**src/rtl/core/siq_pkg.sv**
```systemverilog
`timescale 1ns / 1ps
// ----------------------------------------------------------------------------
// siq_pkg: shared types and constants of the sorted insert queue
// operation codes, sequencer states and default sizing
// ----------------------------------------------------------------------------
package siq_pkg;

    // default number of entries
    localparam int DEFAULT_CAPACITY = 8;

    // payload widths
    localparam int OP_W    = 2;
    localparam int VALUE_W = 32;
    localparam int COUNT_W = 4;

    // operation codes carried in the operation field
    typedef enum logic [OP_W-1:0] {
        OP_TAIL    = 2'd0,
        OP_SORTED  = 2'd1,
        OP_DEQUEUE = 2'd2
    } op_t;

    // sequencer states
    typedef enum logic [2:0] {
        ST_IDLE,
        ST_SCAN_RD,
        ST_SCAN_CMP,
        ST_INSERT,
        ST_DEQ_RD,
        ST_DEQ_LD,
        ST_DONE
    } state_t;

endpackage

```
**src/rtl/core/siq_if.sv**
```systemverilog
`timescale 1ns / 1ps
// ----------------------------------------------------------------------------
// siq_cmd_if / siq_rsp_if: valid/ready channels of the sorted insert queue
// command channel carries operation and value, response channel the status
// ----------------------------------------------------------------------------
interface siq_cmd_if;
    logic                                valid;
    logic                                ready;
    logic [siq_pkg::OP_W-1:0]            operation;
    logic signed [siq_pkg::VALUE_W-1:0]  value;

    modport source (output valid, output operation, output value, input ready);
    modport sink   (input valid, input operation, input value, output ready);
endinterface

interface siq_rsp_if;
    logic                                valid;
    logic                                ready;
    logic                                accepted;
    logic signed [siq_pkg::VALUE_W-1:0]  head_value;
    logic [siq_pkg::COUNT_W-1:0]         entry_count;
    logic                                full_flag;
    logic                                empty_flag;

    modport source (output valid, output accepted, output head_value,
                    output entry_count, output full_flag, output empty_flag,
                    input ready);
    modport sink   (input valid, input accepted, input head_value,
                    input entry_count, input full_flag, input empty_flag,
                    output ready);
endinterface

```
**src/rtl/core/sorted_insert_queue.sv**
```systemverilog
`timescale 1ns / 1ps
// ----------------------------------------------------------------------------
// sorted_insert_queue: bounded queue of signed 32-bit values with sorted insert
// ring buffer in a single-port-write / single-port-read memory, one comparator
// ----------------------------------------------------------------------------
// One command is taken at a time and gives exactly one response transfer.
// A tail enqueue, a rejected command or an unused code goes from the command
// transfer straight to loading the response; so does a dequeue unless entries
// remain, when the new head is first read back from the memory.
// A sorted enqueue walks every stored entry from the head through the single
// memory read port and the single signed comparator, a read state and a
// compare state per entry; from the first entry not less than the new value
// on, each entry is moved back by one as the walk passes it, and the carried
// value finally lands at the tail (at once when the queue was empty).
// The next command is taken once the response is loaded into the output
// register, even while that response still waits to be taken.
// The entry memory needs no clearing: only slots holding live entries are read.
// ----------------------------------------------------------------------------
module sorted_insert_queue #(
    parameter int CAPACITY = siq_pkg::DEFAULT_CAPACITY
) (
    input  logic          clk,
    input  logic          rst_n,
    siq_cmd_if.sink       cmd,
    siq_rsp_if.source     rsp
);

    // ring pointer and count widths
    localparam int PW = $clog2(CAPACITY);
    localparam int CW = $clog2(CAPACITY + 1);

    // entry memory, indexed by physical slot
    logic signed [siq_pkg::VALUE_W-1:0] entry_mem [CAPACITY];

    // sequencer and queue state
    siq_pkg::state_t                    state_reg, state_next;
    logic [CW-1:0]                      count_reg, count_next;
    logic [PW-1:0]                      head_ptr_reg, head_ptr_next;
    logic signed [siq_pkg::VALUE_W-1:0] head_reg, head_next;

    // working registers of the current command
    logic signed [siq_pkg::VALUE_W-1:0] val_reg, val_next;
    logic [CW-1:0]                      idx_reg, idx_next;
    logic                               acc_reg, acc_next;
    logic                               found_reg, found_next;

    // registered memory read data
    logic signed [siq_pkg::VALUE_W-1:0] rd_data_reg;

    // response output register
    logic                               out_valid_reg, out_valid_next;
    logic                               accepted_reg, accepted_next;
    logic signed [siq_pkg::VALUE_W-1:0] head_value_reg, head_value_next;
    logic [siq_pkg::COUNT_W-1:0]        entry_count_reg, entry_count_next;
    logic                               full_reg, full_next;
    logic                               empty_reg, empty_next;

    // memory port controls
    logic                               wr_en;
    logic [PW-1:0]                      wr_addr;
    logic signed [siq_pkg::VALUE_W-1:0] wr_data;
    logic [PW-1:0]                      rd_addr;

    // misc combinational
    logic                               has_room;
    logic                               val_above;

    // logical position behind the head to physical slot; the sum stays
    // below twice the capacity so one subtract wraps it
    function automatic logic [PW-1:0] phys(input logic [PW-1:0] base,
                                           input logic [CW-1:0] idx);
        logic [CW:0] sum;
        sum = (CW+1)'(base) + (CW+1)'(idx);
        if (sum >= (CW+1)'(CAPACITY))
        begin
            sum = sum - (CW+1)'(CAPACITY);
        end
        return PW'(sum);
    endfunction

    assign has_room  = (count_reg < CW'(CAPACITY));
    // the shared comparator: stored entry strictly less than the new value
    assign val_above = (rd_data_reg < val_reg);

    // read port: new head after a dequeue, else the entry under the walk
    assign rd_addr = (state_reg == siq_pkg::ST_DEQ_RD) ? phys(head_ptr_reg, '0)
                                                       : phys(head_ptr_reg, idx_reg);

    assign cmd.ready = (state_reg == siq_pkg::ST_IDLE);

    assign rsp.valid       = out_valid_reg;
    assign rsp.accepted    = accepted_reg;
    assign rsp.head_value  = head_value_reg;
    assign rsp.entry_count = entry_count_reg;
    assign rsp.full_flag   = full_reg;
    assign rsp.empty_flag  = empty_reg;

    // sequencer
    always_comb
    begin
        state_next       = state_reg;
        count_next       = count_reg;
        head_ptr_next    = head_ptr_reg;
        head_next        = head_reg;
        val_next         = val_reg;
        idx_next         = idx_reg;
        acc_next         = acc_reg;
        found_next       = found_reg;
        out_valid_next   = out_valid_reg && !rsp.ready;
        accepted_next    = accepted_reg;
        head_value_next  = head_value_reg;
        entry_count_next = entry_count_reg;
        full_next        = full_reg;
        empty_next       = empty_reg;
        wr_en            = 1'b0;
        wr_addr          = phys(head_ptr_reg, idx_reg);
        wr_data          = val_reg;

        case (state_reg)
            siq_pkg::ST_IDLE:
            begin
                if (cmd.valid)
                begin
                    val_next   = cmd.value;
                    acc_next   = 1'b0;
                    state_next = siq_pkg::ST_DONE;
                    case (cmd.operation)
                        siq_pkg::OP_TAIL:
                        begin
                            if (has_room)
                            begin
                                wr_en      = 1'b1;
                                wr_addr    = phys(head_ptr_reg, count_reg);
                                wr_data    = cmd.value;
                                count_next = count_reg + 1'b1;
                                acc_next   = 1'b1;
                                if (count_reg == '0)
                                begin
                                    head_next = cmd.value;
                                end
                            end
                        end
                        siq_pkg::OP_SORTED:
                        begin
                            if (has_room)
                            begin
                                // the walk starts at the head
                                acc_next   = 1'b1;
                                idx_next   = '0;
                                found_next = 1'b0;
                                state_next = (count_reg == '0) ? siq_pkg::ST_INSERT
                                                               : siq_pkg::ST_SCAN_RD;
                            end
                        end
                        siq_pkg::OP_DEQUEUE:
                        begin
                            if (count_reg != '0)
                            begin
                                acc_next      = 1'b1;
                                count_next    = count_reg - 1'b1;
                                head_ptr_next = (head_ptr_reg == PW'(CAPACITY - 1))
                                                ? '0 : head_ptr_reg + 1'b1;
                                if (count_reg > CW'(1))
                                begin
                                    state_next = siq_pkg::ST_DEQ_RD;
                                end
                            end
                        end
                        default:
                        begin
                            acc_next = 1'b0;
                        end
                    endcase
                end
            end

            siq_pkg::ST_SCAN_RD:
            begin
                state_next = siq_pkg::ST_SCAN_CMP;
            end

            siq_pkg::ST_SCAN_CMP:
            begin
                // entries less than the new value stay put until the insert point
                if (found_reg || !val_above)
                begin
                    // drop the carried value here and carry the displaced entry
                    wr_en      = 1'b1;
                    val_next   = rd_data_reg;
                    found_next = 1'b1;
                    if (idx_reg == '0)
                    begin
                        head_next = val_reg;
                    end
                end
                idx_next   = idx_reg + 1'b1;
                state_next = ((idx_reg + 1'b1) == count_reg) ? siq_pkg::ST_INSERT
                                                             : siq_pkg::ST_SCAN_RD;
            end

            siq_pkg::ST_INSERT:
            begin
                // carried value lands at the tail
                wr_en      = 1'b1;
                count_next = count_reg + 1'b1;
                if (idx_reg == '0)
                begin
                    head_next = val_reg;
                end
                state_next = siq_pkg::ST_DONE;
            end

            siq_pkg::ST_DEQ_RD:
            begin
                state_next = siq_pkg::ST_DEQ_LD;
            end

            siq_pkg::ST_DEQ_LD:
            begin
                head_next  = rd_data_reg;
                state_next = siq_pkg::ST_DONE;
            end

            siq_pkg::ST_DONE:
            begin
                if (!out_valid_reg || rsp.ready)
                begin
                    out_valid_next   = 1'b1;
                    accepted_next    = acc_reg;
                    head_value_next  = (count_reg == '0) ? '0 : head_reg;
                    entry_count_next = siq_pkg::COUNT_W'(count_reg);
                    full_next        = (count_reg == CW'(CAPACITY));
                    empty_next       = (count_reg == '0);
                    state_next       = siq_pkg::ST_IDLE;
                end
            end

            default:
            begin
                state_next = siq_pkg::ST_IDLE;
            end
        endcase
    end

    // control state
    always_ff @(posedge clk or negedge rst_n)
    begin
        if (!rst_n)
        begin
            state_reg     <= siq_pkg::ST_IDLE;
            count_reg     <= '0;
            head_ptr_reg  <= '0;
            out_valid_reg <= 1'b0;
        end
        else
        begin
            state_reg     <= state_next;
            count_reg     <= count_next;
            head_ptr_reg  <= head_ptr_next;
            out_valid_reg <= out_valid_next;
        end
    end

    // payload registers
    always_ff @(posedge clk)
    begin
        head_reg        <= head_next;
        val_reg         <= val_next;
        idx_reg         <= idx_next;
        acc_reg         <= acc_next;
        found_reg       <= found_next;
        accepted_reg    <= accepted_next;
        head_value_reg  <= head_value_next;
        entry_count_reg <= entry_count_next;
        full_reg        <= full_next;
        empty_reg       <= empty_next;
    end

    // entry memory: one write and one registered read per cycle
    always_ff @(posedge clk)
    begin
        if (wr_en)
        begin
            entry_mem[wr_addr] <= wr_data;
        end
        rd_data_reg <= entry_mem[rd_addr];
    end

endmodule

```
**src/flat_wrapper.sv**
```systemverilog
// flat-port wrapper written by rule: the top's interface ports become plain ports
module sorted_insert_queue_flat 
#(
    parameter int CAPACITY = siq_pkg::DEFAULT_CAPACITY
)
  (clk, rst_n, cmd_valid, cmd_operation, cmd_value, cmd_ready, rsp_valid, rsp_accepted, rsp_head_value, rsp_entry_count, rsp_full_flag, rsp_empty_flag, rsp_ready);
  siq_cmd_if cmd_i ();
  siq_rsp_if rsp_i ();
  input  logic clk;
  input  logic rst_n;
  input wire logic [$bits(cmd_i.valid)-1:0] cmd_valid;
  input wire logic [$bits(cmd_i.operation)-1:0] cmd_operation;
  input wire logic [$bits(cmd_i.value)-1:0] cmd_value;
  output wire logic [$bits(cmd_i.ready)-1:0] cmd_ready;
  output wire logic [$bits(rsp_i.valid)-1:0] rsp_valid;
  output wire logic [$bits(rsp_i.accepted)-1:0] rsp_accepted;
  output wire logic [$bits(rsp_i.head_value)-1:0] rsp_head_value;
  output wire logic [$bits(rsp_i.entry_count)-1:0] rsp_entry_count;
  output wire logic [$bits(rsp_i.full_flag)-1:0] rsp_full_flag;
  output wire logic [$bits(rsp_i.empty_flag)-1:0] rsp_empty_flag;
  input wire logic [$bits(rsp_i.ready)-1:0] rsp_ready;
  assign cmd_i.valid = cmd_valid;
  assign cmd_i.operation = cmd_operation;
  assign cmd_i.value = cmd_value;
  assign cmd_ready = cmd_i.ready;
  assign rsp_valid = rsp_i.valid;
  assign rsp_accepted = rsp_i.accepted;
  assign rsp_head_value = rsp_i.head_value;
  assign rsp_entry_count = rsp_i.entry_count;
  assign rsp_full_flag = rsp_i.full_flag;
  assign rsp_empty_flag = rsp_i.empty_flag;
  assign rsp_i.ready = rsp_ready;
  sorted_insert_queue #(.CAPACITY(CAPACITY)) u_core (.clk(clk), .rst_n(rst_n), .cmd(cmd_i), .rsp(rsp_i));
endmodule
```
**config.mk**
```make
export PLATFORM = sky130hd
export DESIGN_NAME = sorted_insert_queue_flat
export DESIGN_NICKNAME = d
export VERILOG_FILES = /design/src/rtl/core/siq_pkg.sv /design/src/rtl/core/siq_if.sv /design/src/rtl/core/sorted_insert_queue.sv /design/src/flat_wrapper.sv
export SDC_FILE = /design/constraint.sdc
export NUM_CORES = 1
export LEC_CHECK = 0
export BUFFER_PORTS_ARGS = -buffer_cell sky130_fd_sc_hd__buf_2
export CORE_AREA = 10 10 189 191
export CTS_BUF_LIST = sky130_fd_sc_hd__clkbuf_4
export DETAILED_ROUTE_END_ITERATION = 8
export DIE_AREA = 0 0 199 201
export HOLD_SLACK_MARGIN = 0.03
export PLACE_DENSITY = 0.82
export SETUP_SLACK_MARGIN = 0.3
export SYNTH_ARGS = -nofsm -noshare
export SYNTH_HDL_FRONTEND = slang
export SYNTH_SLANG_ARGS = --single-unit
```
**constraint.sdc**
```tcl
create_clock -name clk -period 9.5 [get_ports clk]
set_clock_uncertainty 0.2 [all_clocks]
set_input_delay 0.475 -clock clk [delete_from_list [all_inputs] [get_ports clk]]
set_output_delay 0.475 -clock clk [all_outputs]
set_load 0.1 [all_outputs]
```
# Yosys cells after proc, flatten, opt, wreduce, memory -nomap -nowiden
# Memory sizes are Yosys's and may differ from the RTL's. A register that Yosys moved wholly into a read port is not among the register bits.
# Index checks and enable logic that the tools add are counted.
# word_totals
ff_bits,120
mem_bits_rw,256
inputBits,38
out_inout_bits,41
wordCells,133
memories,1
# mem_list
memory,words,width,rd,rd_clocked_by_memory_dff,wr,line,source
u_core.entry_mem,8,32,1,1,1,sorted_insert_queue.sv:33,logic signed [siq_pkg::VALUE_W-1:0] entry_mem [CAPACITY];
# op_classes
n_addsub,9
order_cmp,6
eq_ne,21
muxes,57
reduce_logical,25
# op_table
cell,n
$mux 32,12
$pmux 32 s4,1
$pmux 32 s2,1
$mux 3,13
$lt 32x32->1,1
$mux 4,6
$pmux 4 s2,3
$pmux 3 s6,1
$mux 1,13
$eq 3x3->1 const B,4
$ne 2x1->1 const B,6
$add 3x4->5,2
$ge 5x4->1 const B,2
$reduce_and 5->1,2
$sub 3x1->3 const B,3
$add 4x1->4 const B,2
$logic_not 4->1,2
$reduce_and 4->1,2
$reduce_bool 4->1,2
$eq 3x2->1 const B,2
$mux 2,3
$ne 3x2->1 const B,2
$pmux 3 s2,1
$reduce_and 2->1,3
23 further kinds,29

# Depth between registers and ports, before layout
# Gate-level depths: netlist (run 1).
# depth
depth_word,7
depth_mapped,10
ltp_nobuf,9

# Least setup slack after synthesis (run 1)
# OpenSTA, ideal clock, no wires.
# synth_timing
kind,reg-to-reg
start,register u_core.state_reg[0]
end,memory u_core.entry_mem[6][0] in the netlist's numbering (enable)
setup_ns,0.466
arrival_ns,6.013
required_ns,8.834
slack_ns,2.821
path_stages_with_launch,9
n_path_buf,2
period_less_slack_ns,6.679
cell_sequence,dfrtp_1 > buf_6 > nor3_1 > and2_1 > nand2_1 > buf_2 > o21ai_0 > nand2_1 > o21ai_0
# synth_via
elab_chain_len,4
elab_cells_between_ends,7
cone_classes,eq/ne (2); mux (4); reduce/logical (1)
# synth_lines
element,line,source
start: declaration,sorted_insert_queue.sv:36,"siq_pkg::state_t state_reg, state_next;"
start signal: assignment,sorted_insert_queue.sv:250,state_reg <= siq_pkg::ST_IDLE;
start signal: assignment,sorted_insert_queue.sv:257,state_reg <= state_next;
$logic_not 3->1 *,n/a,
named net cmd_ready,flat_wrapper.sv:14,output wire logic [$bits(cmd_i.ready)-1:0] cmd_ready;
$pmux 1 s3,sorted_insert_queue.sv:119,case (state_reg)
$mux 1,sorted_insert_queue.sv:282,if (wr_en)
$mux 1 (implied by the code),sorted_insert_queue.sv:284,entry_mem[wr_addr] <= wr_data;
end: declaration,sorted_insert_queue.sv:33,
# The timed path passes the listed nets; every way through them passes the cells marked *.

# Worst setup path after layout (run 1)
# layout_timing
start,register u_core.val_reg[2] in the netlist's numbering
end,register u_core.head_reg[29] in the netlist's numbering (enable)
# layout_via
elab_chain_len,5
# layout_lines
element,line,source
start: declaration,sorted_insert_queue.sv:42,"logic signed [siq_pkg::VALUE_W-1:0] val_reg, val_next;"
start signal: assignment,sorted_insert_queue.sv:268,val_reg <= val_next;
$lt 32x32->1,sorted_insert_queue.sv:83,assign val_above = (rd_data_reg < val_reg);
$logic_not 1->1,sorted_insert_queue.sv:185,if (found_reg || !val_above)
$logic_or 1x1->1,sorted_insert_queue.sv:185,
$ne 2x1->1 (no source line),n/a,
$reduce_and 6->1 (no source line),n/a,
end signal: assignment,sorted_insert_queue.sv:267,head_reg <= head_next;
end: declaration,sorted_insert_queue.sv:39,"logic signed [siq_pkg::VALUE_W-1:0] head_reg, head_next;"
# No other way between the ends.
# A chain may end at the register's enable or synchronous reset.

==> impl_metrics.csv, run 1 <==
group,metric,value,unit
outcome,status,"complete, no violations",
detailed_routing,detail_route.wl_per_cell,20.6,um
clock_tree,cts.sinks,408,
detailed_routing,drt_first_pass_iters,5,
clock_tree,cts-root-to-sink-buffers,3,
global_route,first_global_vias,10300,
layout,nNetsFinal,1359,
floorplan,rows,66,
global_route,grt_first_pass_wirelength,56700,um
layout,sequential_cell_area,11900,um2
layout,synthToLayoutAreaGrowth,15.4,%
clock_tree,cts_tree,"yes",
layout,largest_register,"u_core.entry_mem",
placed_design,global_placer_s_final_weighted_congestion,0.788,
worst_setup_path,worst-path-max-fanout,18,
detailed_routing,remaining_drc_errors,0,
clock_tree,number_of_buffers_added_by_the_clock_tree_synthesis_step,101,
floorplan,fp.dieW,199,um
worst_hold_path,holdCritPathClass,"input pin to flop",
synth,synth_enable_flop_cells,365,
layout,drive_gt1_share,28.3,%
clock_tree,path_clk_slew,0.07,ns
sta,max_slew.worst_pin.slew,1.17,ns
sta,max_freq,0.232,GHz
clock_tree,cts-htree-levels,3,
clock_tree,cts.repair.resized,0,
global_route,grt.met3_usage,4.16,%
placed_design,hpwlAfterDp,21200,um
synth,postSynthRegisterBits,408,
global_route,grt.total_usage,18.2,%
sta,setup_tns,0,ns
worst_setup_path,critPathRequiredTime,9.69,ns
detailed_routing,drtAntennaViolNets,0,
floorplan,die_height,201,um
clock_tree,worst_skew_pair.late_latency,0.76,ns
global_route,globalRoute.totalOverflow,0,
sta,hold_viol,0,
layout,fillerInstances,2291,
sta,rsz_0062_raised_after_global_routing,"false",
worst_setup_path,setup.worst_path.start_class,"flop",
worst_setup_path,setup.reg_to_reg.worst_slack,5.19,ns
synth,asyncSetResetFlopFracSynth,2.70,%
global_route,grt_start_max_net_pins,65,
sta,relSlewSlack,21.6,%
sta,whs,0.227,ns
global_route,met1_usage,23.7,%
global_route,groute.layer.met2.usage,29.6,%
synth,ys_seq_area_share,68.7,%
detailed_routing,drt_iter0_drc,682,
worst_setup_path,timing.rr.start,"u_core.val_reg[2]",
placed_design,io_buffers,78,
detailed_routing,route.vias.total,10000,
floorplan,initial_core_util,54.0,%
sta,min_period_over_period,45.4,%
synth,synth.net_count,1165,
synth,synth.cell_area,17300,um2
placed_design,dp_worst_setup_slack,5.21,ns
sta,finalMaxSlewViolations,0,
global_route,top_usage_layer,"met2",
synth,synth_top_flop_cell,"sky130_fd_sc_hd__edfxtp_1",
layout,multiInputGateArea,5130,um2
detailed_routing,drt_wirelength,36500,um
worst_setup_path,timing_worst_setup_path_type,"flop to flop",
job,timing.max_cap.violations,0,
clock_tree,postCtsSetupBuffers,0,
synth,yosys_warnings,0,
sta,final_period_minus_worst_setup_slack,4.31,ns
layout,largest_reg_flops,256,
synth,postSynthAreaPerCell,16.0,um2
layout,most-common-layout-cells,"365 x sky130_fd_sc_hd__edfxtp_1, 199 x sky130_fd_sc_hd__nand2_1, 147 x sky130_fd_sc_hd__clkbuf_4",
sta,setup_viol,0,
worst_setup_path,critPathCaptureType,"flop",
floorplan,die_ar,40000,um2
layout,layout.cells.most_common,"sky130_fd_sc_hd__edfxtp_1",
synth,synth.distinct_cells,53,
clock_tree,cts.root.buffer_cell,"sky130_fd_sc_hd__clkbuf_4",
floorplan,pin_count,79,
synth,synthesis.instances,1081,
floorplan,core_area,32000,um2
global_route,number_of_antenna_violations_at_the_first_check_in_global_routing,1,
sta,post-route-worst-setup-slack,5.19,ns
worst_hold_path,hp-start,"cmd_operation[0]",
detailed_routing,via_per_inst,5.67,
worst_setup_path,critPathLaunch,"u_core.val_reg[2]",
worst_setup_path,timing.critical_path.arrival,4.50,ns
[path summary, 6_finish.rpt]
| check | to | depth (start not counted) |
|---|---|---|
| setup reg to reg | u_core.head_reg[29] | 10 |
| hold / removal | u_core.acc_reg | 5 |
| setup / recovery | u_core.head_reg[29] | 10 |
| max in group asynchronous | u_core.state_reg[1] | 3 |
| hold reg to reg | u_core.rsp.accepted | 0 |
| min in group asynchronous | u_core.count_reg[3] | 3 |
[layer usage]
metal  vias up  part of all wire [%]
met5         -                     0
met3        45                   7.5
met1      5018                    41
met4         0                   1.4
li1       4583                     -
met2       394                    50
[synthesized netlist by cell type, drive strengths merged, types with 6 or more instances]
cell type	number	share of area (%)
clkbuf	28	0.61
ha	44	3.2
inv	40	0.87
nand3	8	0.23
nand2	201	4.4
a22oi	32	1.4
dfrtp	11	1.6
xor2	7	0.35
nand2b	8	0.29
mux2	66	4.3
a21oi	18	0.52
dfxtp	32	3.7
mux4	64	8.9
buf	17	0.96
o21ai	21	0.61
edfxtp	365	63
xnor2	10	0.51
nor2b	36	1.3
nand4	6	0.22
nor2	20	0.48
[area by class of cell]
class	count	area share, %
repair buffers	136	4.62
diodes	1	0.0125
inverters	41	0.796
clock inverters	43	1.24
well taps	408	2.56
clock buffers	147	5.53
flip-flops and latches	408	59.5
multi-input cells	587	25.7
[worst max-delay path: stages, from the launching register on]
cell and delay, ns:
sky130_fd_sc_hd__edfxtp_1 0.36, sky130_fd_sc_hd__inv_1 0.05, sky130_fd_sc_hd__ha_1 0.29, sky130_fd_sc_hd__a211o_1 0.14
sky130_fd_sc_hd__a31oi_1 0.06, sky130_fd_sc_hd__o311a_1 0.34, sky130_fd_sc_hd__o41ai_1 0.76, sky130_fd_sc_hd__a211o_1 0.23
sky130_fd_sc_hd__nand2_1 0.39, sky130_fd_sc_hd__o22ai_4 0.70, sky130_fd_sc_hd__buf_4 0.41
[logic make-up (layout without fill, tap and decap cells)]
family / Yosys count / after routing / synth area share (%)
compound gates: 95 / 95 / 3.62
xor+xnor: 17 / 17 / 0.861
buf+inv: 86 / 367 / 2.49
simple gates: 297 / 297 / 7.60
other cells: 0 / 1 / 0
flops: 408 / 408 / 68.7
mux: 132 / 132 / 13.4
fa+ha+maj: 46 / 46 / 3.41
[stage by stage]
stage	instance area (um2)	std cells	util (%)
detailed placement	18200	1542	56.9
global route	20000	1771	62.3
floorplan	17300	1081	-
CTS	19900	1770	62.3
global placement	18200	1542	56.9
finish	20000	1771	62.3
[what timing repair did]
item                                   4_1_cts  5_1_grt
setup endpoints to repair                    0        0
hold buffers                                38        0
endpoints found under the hold margin      305        0
Power of run 1 is not shown: default switching activity piles up to over one toggle a cycle in this logic, so the estimate is an artifact.
==> run 2, diff against run 1 <==
--- a/config.mk
+++ b/config.mk
@@ -5,13 +5,14 @@
 export SDC_FILE = /design/constraint.sdc
 export NUM_CORES = 1
 export LEC_CHECK = 0
+export ABC_AREA = 1
 export BUFFER_PORTS_ARGS = -buffer_cell sky130_fd_sc_hd__buf_2
-export CORE_AREA = 10 10 189 191
+export CORE_AREA = 10 10 190 192
 export CTS_BUF_LIST = sky130_fd_sc_hd__clkbuf_4
 export DETAILED_ROUTE_END_ITERATION = 8
-export DIE_AREA = 0 0 199 201
+export DIE_AREA = 0 0 200 202
 export HOLD_SLACK_MARGIN = 0.03
-export PLACE_DENSITY = 0.82
+export PLACE_DENSITY = 0.84
 export SETUP_SLACK_MARGIN = 0.3
 export SYNTH_ARGS = -nofsm -noshare
 export SYNTH_HDL_FRONTEND = slang
==> constraint.sdc (replaced) <==
create_clock -name clk -period 3.7 [get_ports clk]
set_clock_uncertainty 0.2 [all_clocks]
set_input_delay 0.185 -clock clk [delete_from_list [all_inputs] [get_ports clk]]
set_output_delay 0.185 -clock clk [all_outputs]
set_load 0.1 [all_outputs]
==> run 2 against run 1 <==
Against the previous run:
- worst setup slack worse by 4.7 ns
- first-iteration DRC count is 94% higher
- core utilization is 0.14 points lower
- count of clock-buffer cells in the layout is 1 lower
- synthesized cell count is 33% higher
- critical path type unchanged
- critical path depth is 4 higher
- largest cell class unchanged
- die area is 1.0% higher
- via count is 22% higher
- cell area is 0.54% higher
- wire length is 12% higher
==> impl_metrics.csv, run 2 <==
group,metric,value,unit
clock_tree,path_clk_slew,0.07,ns
synth,synth.net_count,1524,
global_route,globalRoute.totalOverflow,0,
outcome,status,"complete, no violations",
detailed_routing,drt_iter0_drc,1320,
global_route,grt.total_usage,19.9,%
placed_design,io_buffers,78,
sta,min_period_over_period,85.7,%
worst_setup_path,worst_path_max_delay_cell,"sky130_fd_sc_hd__a21oi_4",
sta,max_freq,0.315,GHz
clock_tree,number_of_buffers_added_by_the_clock_tree_synthesis_step,92,
sta,setup_tns,0,ns
worst_setup_path,crit_family,"simple AND/OR/NAND/NOR gates",
synth,synth.area.top_cells,"sky130_fd_sc_hd__edfxtp_1 63%, sky130_fd_sc_hd__o21ai_0 4.8%, sky130_fd_sc_hd__dfxtp_1 3.7%",
floorplan,initial_core_util,54.1,%
detailed_routing,remaining_drc_errors,0,
job,timing.max_cap.violations,0,
layout,synthToLayoutAreaGrowth,14.9,%
synth,postSynthRegisterBits,408,
layout,fillerInstances,2290,
sta,setup_viol,0,
layout,drive_gt1_share,18.2,%
clock_tree,cts-htree-levels,3,
floorplan,rows,66,
sta,hold_viol,0,
synth,ys_seq_area_share,68.0,%
worst_setup_path,crit_top_cell,"sky130_fd_sc_hd__nand2_1",
detailed_routing,drt_wirelength,40900,um
detailed_routing,drtAntennaViolNets,0,
sta,relSlewSlack,13.3,%
synth,synthDominantAreaCellType,"sky130_fd_sc_hd__edfxtp_1",
detailed_routing,drt_first_pass_iters,6,
floorplan,fp.dieW,200,um
placed_design,dpl-instance-area,18400,um2
sta,post-route-worst-setup-slack,0.529,ns
floorplan,die_height,202,um
global_route,grt_first_pass_wirelength,63500,um
clock_tree,worst_skew_pair.late_latency,0.76,ns
sta,finalMaxSlewViolations,0,
worst_setup_path,critPathCaptureType,"flop",
sta,max_slew.worst_pin.slew,1.29,ns
synth,synthesis.instances,1440,
placed_design,dp_worst_setup_slack,0.311,ns
clock_tree,cts.root.buffer_cell,"sky130_fd_sc_hd__clkbuf_4",
layout,most-common-layout-cells,"365 x sky130_fd_sc_hd__edfxtp_1, 166 x sky130_fd_sc_hd__o21ai_0, 146 x sky130_fd_sc_hd__nor2_1, 146 x sky130_fd_sc_hd__clkbuf_4, 129 x sky130_fd_sc_hd__inv_1",
placed_design,global_placer_s_final_weighted_congestion,0.879,
clock_tree,cts-root-to-sink-buffers,3,
floorplan,pin_count,79,
worst_setup_path,crit_path_cell_trace,"inv_1 -> ha_1 -> a21oi_1 -> nor2_1 -> nor3_1 -> nand2_1 -> nand2_1 -> nand2_1 -> nand2_1 -> nand3_1 -> nand3_1 -> nand2_2 -> a21oi_4 -> buf_12",
layout,fin_area,20100,um2
synth,yosys.area.top_type_share,62.8,%
worst_setup_path,timing.critical_path.buf_inv,2,
worst_hold_path,holdCritPathClass,"input pin to flop",
sta,rsz_0062_raised_after_global_routing,"false",
detailed_routing,route.vias.total,12300,
clock_tree,cts.sinks,408,
floorplan,die_ar,40400,um2
placed_design,hpwlAfterDp,25400,um
synth,asyncSetResetFlopFracSynth,2.70,%
layout,multiInputGateArea,4760,um2
global_route,number_of_antenna_violations_at_the_first_check_in_global_routing,1,
layout,largest_reg_flops,256,
worst_setup_path,timing_worst_setup_path_type,"flop to flop",
layout,layout.cells.most_common,"sky130_fd_sc_hd__edfxtp_1",
clock_tree,cts_tree,"yes",
global_route,first_global_vias,11800,
global_route,grt_start_max_net_pins,129,
detailed_routing,via_per_inst,5.78,
layout,largest_register,"u_core.entry_mem",
synth,synth_most_common_cell,"sky130_fd_sc_hd__edfxtp_1",
worst_setup_path,worst_path_largest_cell_delay,0.39,ns
layout,nNetsFinal,1687,
sta,final_period_minus_worst_setup_slack,3.17,ns
worst_setup_path,critPathRequiredTime,3.93,ns
floorplan,core_area,32300,um2
synth,yosys_warnings,0,
worst_setup_path,timing.critical_path.arrival,3.40,ns
worst_setup_path,setup.worst_path.start_class,"flop",
synth,synth_enable_flop_cells,365,
worst_setup_path,worst-path-max-fanout,26,
synth,synth.top_cells.by_count,"365 x sky130_fd_sc_hd__edfxtp_1, 166 x sky130_fd_sc_hd__o21ai_0, 152 x sky130_fd_sc_hd__nor2_1",
layout,sequential_cell_area,11900,um2
synth,synth_top_flop_cell,"sky130_fd_sc_hd__edfxtp_1",
synth,synth.cell_area,17500,um2
synth,postSynthAreaPerCell,12.1,um2
detailed_routing,detail_route.wl_per_cell,19.3,um
synth,synth.distinct_cells,44,
-- run 2: changes by cell type in the layout (fill, tap and decap cells not counted), moves of 32 or more --
cell / change
sky130_fd_sc_hd__o21ai_0: +153
sky130_fd_sc_hd__mux4_2: -37
sky130_fd_sc_hd__a31oi_1: +34
sky130_fd_sc_hd__nor2_1: +129
sky130_fd_sc_hd__inv_1: +89
sky130_fd_sc_hd__nor2b_1: -33
sky130_fd_sc_hd__o21ai_1: +40
sky130_fd_sc_hd__a22oi_1: -32
sky130_fd_sc_hd__nand2_1: -85
sky130_fd_sc_hd__mux2_2: -66
sky130_fd_sc_hd__nand3_1: +44
sky130_fd_sc_hd__o21bai_1: +63
-- run 2: layout make-up --
class,count,area share (%)
Inverter,139,2.65
Clock buffer,146,5.46
Multi-Input combinational cell,814,23.7
Sequential cell,408,59.2
Antenna cell,1,0.0125
Timing Repair Buffer,148,5.53
Tap cell,442,2.76
Clock inverter,23,0.642
-- run 2: worst paths after layout --
path                                   startpoint                     end  slack [ns]  depth (start not counted)
worst max-delay path            u_core.val_reg[5]  u_core.entry_mem[7][9]        0.53                         14
max in group asynchronous                   rst_n     u_core.count_reg[2]        2.60                          3
worst min register to register     u_core.acc_reg     u_core.rsp.accepted        0.24                          0
worst min-delay path                cmd_value[31]      u_core.val_reg[31]        0.16                          4
worst max register to register  u_core.val_reg[5]  u_core.entry_mem[7][9]        0.53                         14
min in group asynchronous                   rst_n     u_core.state_reg[0]        0.30                          3
-- run 2: cells by family (layout without fill, tap and decap cells) --
logic type,count (synthesis),after routing,synth area share [%]
flops,408,408,68.0
compound gates,409,409,14.1
xor+xnor,11,11,0.552
simple gates,348,348,8.49
other cells,0,1,0
buf+inv,218,456,5.47
fa+ha+maj,46,46,3.38
-- run 2: repair_timing --
action                                  in CTS  in global routing
endpoints found under the setup margin      56                 93
resized for setup                            1                  4
buffers inserted                             0                  0
hold buffers                                41                  0
hold endpoints to repair                   353                  0
-- run 2: stage by stage --
step                      hold WS, ns  instances  util (%)
after floorplan                -0.311       1440         -
after global placement         -0.115       1910      57.0
after detailed placement       -0.118       1910      57.0
after CTS                       0.134       2120      62.1
after global routing            0.164       2121      62.1
final                           0.163       2121      62.1
-- run 2: worst reg2reg max path, cell delays in order, from the launching register on --
cell                       delay, ns
sky130_fd_sc_hd__edfxtp_1       0.37
sky130_fd_sc_hd__inv_1          0.09
sky130_fd_sc_hd__ha_1           0.25
sky130_fd_sc_hd__a21oi_1        0.17
sky130_fd_sc_hd__nor2_1         0.05
sky130_fd_sc_hd__nor3_1         0.18
sky130_fd_sc_hd__nand2_1        0.09
sky130_fd_sc_hd__nand2_1        0.06
sky130_fd_sc_hd__nand2_1        0.12
sky130_fd_sc_hd__nand2_1        0.12
sky130_fd_sc_hd__nand3_1        0.11
sky130_fd_sc_hd__nand3_1        0.12
sky130_fd_sc_hd__nand2_2        0.26
sky130_fd_sc_hd__a21oi_4        0.40
sky130_fd_sc_hd__buf_12         0.25
-- run 2: layer usage --
metal / share of wire (%) / global-route usage, % / wire [um]
met1: 39 / 26.0 / 15800
met3: 11 / 4.07 / 4300
met4: 2.0 / 7.41 / 827
met2: 49 / 32.2 / 19900
met5: 0 / 0 / 0
Power of run 2 is left out for the same reason.
